### config.mk
export PLATFORM = sky130hd
export DESIGN_NAME = bpe_ctrl
export DESIGN_NICKNAME = d
export VERILOG_FILES = /design/src/hw/rtl/bpe_pkg.sv /design/src/hw/rtl/bpe_ctrl.sv
export SDC_FILE = /design/constraint.sdc
export NUM_CORES = 1
export LEC_CHECK = 0
export BUFFER_PORTS_ARGS = -buffer_cell sky130_fd_sc_hd__buf_2
export CORE_MARGIN = 2
export CORE_UTILIZATION = 50
export CTS_CLUSTER_SIZE = 20
export DETAILED_ROUTE_END_ITERATION = 8
export PLACE_DENSITY = 0.78
export SETUP_SLACK_MARGIN = 0.05
export SYNTH_ARGS = -nofsm -noshare
export SYNTH_HDL_FRONTEND = slang
export SYNTH_SLANG_ARGS = --single-unit
export TNS_END_PERCENT = 1
### constraint.sdc
create_clock -name clk -period 3.7 [get_ports clk]
set_clock_uncertainty 0.1 [all_clocks]
set_input_delay 0.74 -clock clk [delete_from_list [all_inputs] [get_ports clk]]
set_output_delay 0.74 -clock clk [all_outputs]
set_load 0.005 [all_outputs]
### src/hw/rtl/bpe_pkg.sv
// ----------------------------------------------------------------------------
// bpe_pkg
// Shared types, constants and helpers of the bicubic patch evaluator
// ----------------------------------------------------------------------------
package bpe_pkg;

  // default parameter values
  localparam int MAX_POINTS_X_DEF = 32;
  localparam int MAX_POINTS_Y_DEF = 32;
  localparam int FRAC_BITS_DEF    = 16;

  // coefficient store geometry
  localparam int STORE_DEPTH = 16384;
  localparam int STORE_AW    = 14;
  localparam int CELL_AW     = STORE_AW - 4;
  localparam int Q_W         = 32;

  // register field widths
  localparam int CFG_IDX_W  = 3;
  localparam int STEP_W     = 31;
  localparam int POINTS_W   = 6;
  localparam int POINTS_MIN = 3;

  // shared multiplier and saturation widths
  localparam int OPND_W = 33;
  localparam int PROD_W = 2 * OPND_W;
  localparam int SAT_W  = PROD_W + 2;

  localparam logic signed [Q_W-1:0]   Q_MAX_32 = 32'sh7FFF_FFFF;
  localparam logic signed [Q_W-1:0]   Q_MIN_32 = 32'sh8000_0000;
  localparam logic signed [SAT_W-1:0] SAT_HI   = SAT_W'(Q_MAX_32);
  localparam logic signed [SAT_W-1:0] SAT_LO   = SAT_W'(Q_MIN_32);

  typedef enum logic {
    OP_LOAD = 1'b0,
    OP_EVAL = 1'b1
  } bpe_op_t;

  typedef enum logic [CFG_IDX_W-1:0] {
    CFG_START_X = 3'd0,
    CFG_START_Y = 3'd1,
    CFG_STEP_X  = 3'd2,
    CFG_STEP_Y  = 3'd3,
    CFG_RECIP_X = 3'd4,
    CFG_RECIP_Y = 3'd5,
    CFG_PTS_X   = 3'd6,
    CFG_PTS_Y   = 3'd7
  } bpe_cfg_idx_t;

  typedef enum logic [3:0] {
    ST_IDLE,
    ST_IDX_X,
    ST_IDX_Y,
    ST_OFF_X,
    ST_OFF_Y,
    ST_BASE,
    ST_CELL,
    ST_H_MUL,
    ST_H_ADD,
    ST_O_MUL,
    ST_O_ADD
  } bpe_state_t;

  typedef enum logic [2:0] {
    MUL_IDX_X,
    MUL_IDX_Y,
    MUL_OFF_X,
    MUL_OFF_Y,
    MUL_BASE,
    MUL_INNER,
    MUL_OUTER
  } bpe_mul_sel_t;

  typedef struct packed {
    logic         ram_we;
    logic         eval_go;
    bpe_mul_sel_t mul_sel;
    logic         ld_i;
    logic         ld_j;
    logic         ld_dx;
    logic         ld_dy;
    logic         ld_cell;
    logic         acc_upd;
    logic         res_upd;
    logic [1:0]   coef_a;
    logic [1:0]   coef_b;
  } bpe_cmd_t;

  // clip a wide signed value to the 32-bit signed range
  function automatic logic signed [Q_W-1:0] sat32(input logic signed [SAT_W-1:0] v);
    logic signed [Q_W-1:0] r;
    if (v > SAT_HI) begin
      r = Q_MAX_32;
    end else if (v < SAT_LO) begin
      r = Q_MIN_32;
    end else begin
      r = Q_W'(v);
    end
    return r;
  endfunction

endpackage

### src/hw/rtl/bpe_ctrl.sv
// ----------------------------------------------------------------------------
// bpe_ctrl
// Sequencer: accepts transactions and steps the datapath through the
// cell search, the offsets and the nested Horner evaluation
// ----------------------------------------------------------------------------
module bpe_ctrl (
  input  logic               clk,
  input  logic               rst_n,
  input  logic               start,
  input  logic               in_op,
  output logic               busy,
  output logic               out_valid,
  output bpe_pkg::bpe_cmd_t  cmd
);

  bpe_pkg::bpe_state_t state_r, state_nxt;
  logic [1:0]          a_r, a_nxt;
  logic [1:0]          b_r, b_nxt;
  logic                out_valid_r, out_valid_nxt;
  logic                accept;

  // state and counter registers
  always_ff @(posedge clk) begin
    if (!rst_n) begin
      state_r     <= bpe_pkg::ST_IDLE;
      a_r         <= '0;
      b_r         <= '0;
      out_valid_r <= 1'b0;
    end else begin
      state_r     <= state_nxt;
      a_r         <= a_nxt;
      b_r         <= b_nxt;
      out_valid_r <= out_valid_nxt;
    end
  end

  assign busy      = (state_r != bpe_pkg::ST_IDLE);
  assign out_valid = out_valid_r;
  assign accept    = start && !busy;

  // next state and datapath commands
  always_comb begin
    state_nxt     = state_r;
    a_nxt         = a_r;
    b_nxt         = b_r;
    out_valid_nxt = 1'b0;
    cmd           = '0;
    cmd.mul_sel   = bpe_pkg::MUL_INNER;
    cmd.coef_a    = a_r;
    cmd.coef_b    = b_r;

    unique case (state_r)
      bpe_pkg::ST_IDLE: begin
        if (accept) begin
          if (bpe_pkg::bpe_op_t'(in_op) == bpe_pkg::OP_EVAL) begin
            cmd.eval_go = 1'b1;
            a_nxt       = 2'd3;
            b_nxt       = 2'd3;
            state_nxt   = bpe_pkg::ST_IDX_X;
          end else begin
            cmd.ram_we  = 1'b1;
          end
        end
      end
      bpe_pkg::ST_IDX_X: begin
        cmd.mul_sel = bpe_pkg::MUL_IDX_X;
        state_nxt   = bpe_pkg::ST_IDX_Y;
      end
      bpe_pkg::ST_IDX_Y: begin
        cmd.mul_sel = bpe_pkg::MUL_IDX_Y;
        cmd.ld_i    = 1'b1;
        state_nxt   = bpe_pkg::ST_OFF_X;
      end
      bpe_pkg::ST_OFF_X: begin
        cmd.mul_sel = bpe_pkg::MUL_OFF_X;
        cmd.ld_j    = 1'b1;
        state_nxt   = bpe_pkg::ST_OFF_Y;
      end
      bpe_pkg::ST_OFF_Y: begin
        cmd.mul_sel = bpe_pkg::MUL_OFF_Y;
        cmd.ld_dx   = 1'b1;
        state_nxt   = bpe_pkg::ST_BASE;
      end
      bpe_pkg::ST_BASE: begin
        cmd.mul_sel = bpe_pkg::MUL_BASE;
        cmd.ld_dy   = 1'b1;
        state_nxt   = bpe_pkg::ST_CELL;
      end
      bpe_pkg::ST_CELL: begin
        cmd.ld_cell = 1'b1;
        state_nxt   = bpe_pkg::ST_H_MUL;
      end
      // inner loop over dy powers, coefficient read issued with the multiply
      bpe_pkg::ST_H_MUL: begin
        cmd.mul_sel = bpe_pkg::MUL_INNER;
        state_nxt   = bpe_pkg::ST_H_ADD;
      end
      bpe_pkg::ST_H_ADD: begin
        cmd.acc_upd = 1'b1;
        if (b_r == 2'd0) begin
          state_nxt = bpe_pkg::ST_O_MUL;
        end else begin
          b_nxt     = b_r - 2'd1;
          state_nxt = bpe_pkg::ST_H_MUL;
        end
      end
      // outer loop over dx powers
      bpe_pkg::ST_O_MUL: begin
        cmd.mul_sel = bpe_pkg::MUL_OUTER;
        state_nxt   = bpe_pkg::ST_O_ADD;
      end
      bpe_pkg::ST_O_ADD: begin
        cmd.res_upd = 1'b1;
        if (a_r == 2'd0) begin
          out_valid_nxt = 1'b1;
          state_nxt     = bpe_pkg::ST_IDLE;
        end else begin
          a_nxt     = a_r - 2'd1;
          b_nxt     = 2'd3;
          state_nxt = bpe_pkg::ST_H_MUL;
        end
      end
      default: begin
        state_nxt = bpe_pkg::ST_IDLE;
      end
    endcase
  end

endmodule

==> results.txt <==
The flow ran to the end, and the final reports show no timing, DRC or antenna violations. The standard cell core area is ~0.0013 mm². Summed over all nets, the switching power comes to just under 0.00009 W. The post-CTS setup-driven buffer insertion count is 0. The worst register-to-register path begins at state_r[1].

The number of antenna violations at the first check in global routing came out at 0. In the routed design, unresolved DRC markers number 0. The routability congestion estimate is around 0.8. Of the total power, the share spent switching nets is 0.330.

For this run, the number of Yosys warnings is 0. The die extent in y came out at between 40 and 50 µm. The class of the tightest hold or removal check is reg2reg. For this block, the routed nets add up to approximately 1500 µm of wire. The post-synthesis cell type count is 38. The clock period could shrink to roughly 2.5 ns. Clock tree synthesis inserted a total of 3 buffers. The setup path with the least slack is of type reg2out. The peak ir drop on the vdd network came out at 0.000146 V. The number of inserted diodes came out at 0. The worst slew margin relative to its limit came out at 0.550. The later pin in the worst-skew pair is clocked with a latency of between 0.2 and 0.3 ns. The number of cells traversed by the worst hold path is 2.

At the pin with the least slew margin, the transition time is 0.674 ns. The total of buffers placed on input and output ports came out at 21. The synthesized instance count came out at slightly below 90. The final-report max-slew violation count came to 0.

After detailed routing, the average wire length per cell comes to 12.2 µm. At the end of the flow the core is filled with cells to 0.617. The peak clock frequency supported by timing came out at roughly 400 MHz. Along the worst path, the maximum fanout reaches 17. Of the available clock period, the critical path in the final layout requires 0.681. The count of nets left with antenna violations once routing finished came out at 0. Of the cells placed in the final design, the portion with a size suffix greater than 1 is 0.292. The number of global-route vias before repair came out at ~560. The critical path required time is ~2.9 ns. The total count of hold-check failures in the final report came out at 0.

For the worst setup path, the data arrival time is between 1.5 and 2 ns. The global routing usage summed across all routing layers came out at 0.180. The fill cell instance count of the final layout came out at roughly 140. The clock drives 9 sinks. Detailed placement ended at an HPWL of between 1000 and 1500 µm. Timing analysis after detailed placement gives a worst setup slack of 1.48 ns. The number of setup violations in the final report came out at 0. The worst-case reg-to-reg path depth is 3.

The path with the worst hold slack has its endpoint at b_r[1]. The signed area change from the synthesized netlist to the final layout is 13.6%. The total negative setup slack is 0 ns. The number of search-and-repair iterations in the first detailed-routing pass came out at 4. In this run the critical register-to-register path is captured at a_r[0]. Clock-pin slew was measured on the worst setup and hold paths at 0.07 ns. The number of DRC violations after detailed-routing iteration 0 came out at 7. The part of the total power dissipated in combinational logic is 0.263. The count of flip-flops with a built-in enable after synthesis came out at 0. The internal power consumption is roughly 0.00018 W. TritonCTS built the clock tree.

The static leakage came out at 0.356 nW. After synthesis, the share of flip-flops with an asynchronous set or reset is 0. The synthesized design contains 9 register bits. Setup repair after global routing left no endpoint under its margin. The power density over cell area is roughly 320 mW/mm². The proportion of synthesized chip area in sequential cells is 0.249. In the synthesized netlist the dominant register cell turns out to be dfxtp_1. The reg2reg setup slack is 1.98 ns. For this configuration, the core starts out at a cell density of 0.543. Max-cap violations in this run came to 0. The total of hold buffers inserted after clock tree synthesis came out at 0.

The number of nets in the synthesized netlist came out at 93. The I/O pin count is 22. The quantity of gates resized following cts is 0. STA classifies the critical path startpoint as a flip-flop. Entering global routing, the biggest net connects 19 pins. The detailed-route vias per instance is around 5.6. The first-pass GRT wire length is 2470 µm. Each instance of the synthesized netlist takes up on average roughly 8.3 µm².

The count of standard-cell rows came out at 13. The share of total power dissipated in sequential elements is 0.432. The number of vias after detailed routing is ~670. The worst setup path is captured at a primary output. The die span in x came out at ~42 µm. The clock passes through at most 2 buffers.

The number of nets in the finished design came out at about 110. The H-tree depth is 1. The startpoint identified for the worst hold timing path is b_r[1].

CTS placed an instance of clkbuf_4 at the clock tree root. The portion of total power attributed to the clock network is 0.305. The total die area came out at between 0.0015 and 0.002 mm². In this run the cell area of the synthesized design comes to between 700 and 800 µm². The total overflow left after global routing is 0. Once routing completed, OpenROAD measured the worst setup slack at approximately 1.2 ns.
critical path, cell delays in order, from the launching register on:
cell and delay [ns]:
dfxtp_1 0.73, or2b_1 0.31, nor3_2 0.12, o21bai_1 0.13, buf_2 0.13
cells by family after synthesis:
kind of cell             Yosys count  synth area share
AND/OR/NAND/NOR                   36             0.302
AO/OA/AOI/OAI                     22             0.268
buffers and inverters             16             0.123
flip-flops                         9             0.249
XOR/XNOR                           2            0.0242
adder cells (fa/ha/maj)            2            0.0345
layout make-up:
cell class | count | area (µm²) | share of cell area
tap | 15 | 18.8 | 0.0228
timing repair buffer | 21 | 105 | 0.128
inverter | 10 | 37.5 | 0.0456
multi-input combinational | 62 | 455 | 0.553
sequential | 9 | 180 | 0.219
clock buffer | 4 | 26.3 | 0.0319
layout by cell type (no fill, tap or decap), drive strengths merged, types with 2 or more instances in the layout:
cell type,netlist,routed
nand2b,4,4
nor4,2,2
o21ai,3,3
o221ai,3,3
nor3,5,5
buf,6,21
xnor2,2,2
a31oi,2,2
a21boi,2,2
ha,2,2
inv,10,10
dfxtp,9,9
and2,2,2
nand2,6,6
nor2,9,9
clkbuf,0,4
a21oi,6,6
stage by stage:
stage | hold WS, ns | instances | power [W] | area, µm²
2_1_floorplan | 0.377 | 87 | 0.000169 | 724
3_3_place_gp | 0.377 | 117 | 0.000186 | 797
3_5_place_dp | 0.390 | 117 | 0.000189 | 797
4_1_cts | 0.400 | 121 | 0.000272 | 823
5_1_grt | 0.444 | 121 | 0.000286 | 823
6_report | 0.400 | 121 | 0.000267 | 823
cell usage after synthesis, types with 2 or more instances:
cell / instances / area, µm²
nor3_1: 4 / 20.0
ha_1: 2 / 25.0
buf_6: 3 / 33.8
xnor2_1: 2 / 17.5
nor2_1: 9 / 33.8
nand2b_1: 3 / 18.8
nand2_1: 6 / 22.5
a21oi_1: 6 / 30.0
o21ai_0: 3 / 15.0
a31oi_1: 2 / 12.5
inv_1: 9 / 33.8
and2_1: 2 / 12.5
buf_2: 2 / 10.0
dfxtp_1: 9 / 180
a21boi_0: 2 / 15.0
how the worst max path moves through the flow:
stage | from | end | slack, ns | cells after the start
after global routing | state_r[2] | cmd[12] | 1.08 | 4
after CTS | state_r[2] | cmd[12] | 1.18 | 4
after detailed placement | state_r[2] | cmd[12] | 1.48 | 4
after floorplan | in_op | cmd[14] | 1.77 | 3
after global placement | state_r[2] | cmd[12] | 1.54 | 4
final | state_r[2] | cmd[12] | 1.18 | 4
power groups by stage:
stage / Combinational (W) / Clock (W) / Sequential, W
after floorplan: 0.0000574 / 0 / 0.000112
after global placement: 0.0000691 / 0 / 0.000117
after detailed placement: 0.0000709 / 0 / 0.000118
after CTS: 0.0000709 / 0.0000853 / 0.000116
after global routing: 0.0000799 / 0.0000882 / 0.000118
final: 0.0000703 / 0.0000815 / 0.000116
per-layer routing:
metal | share of wire | global-route usage | vias up
met3 | 0.034 | 0.0259 | 2
met5 | 0 | 0 | -
met1 | 0.49 | 0.258 | 312
li1 | - | - | 348
met4 | 0.016 | 0.0938 | 0
met2 | 0.46 | 0.259 | 12
registers in the layout (all words and copies together) (netlist names):
signal	cells
a_r	2
b_r	2
out_valid	1
state_r	4
Note: power is estimated with default switching activity, not from simulation.
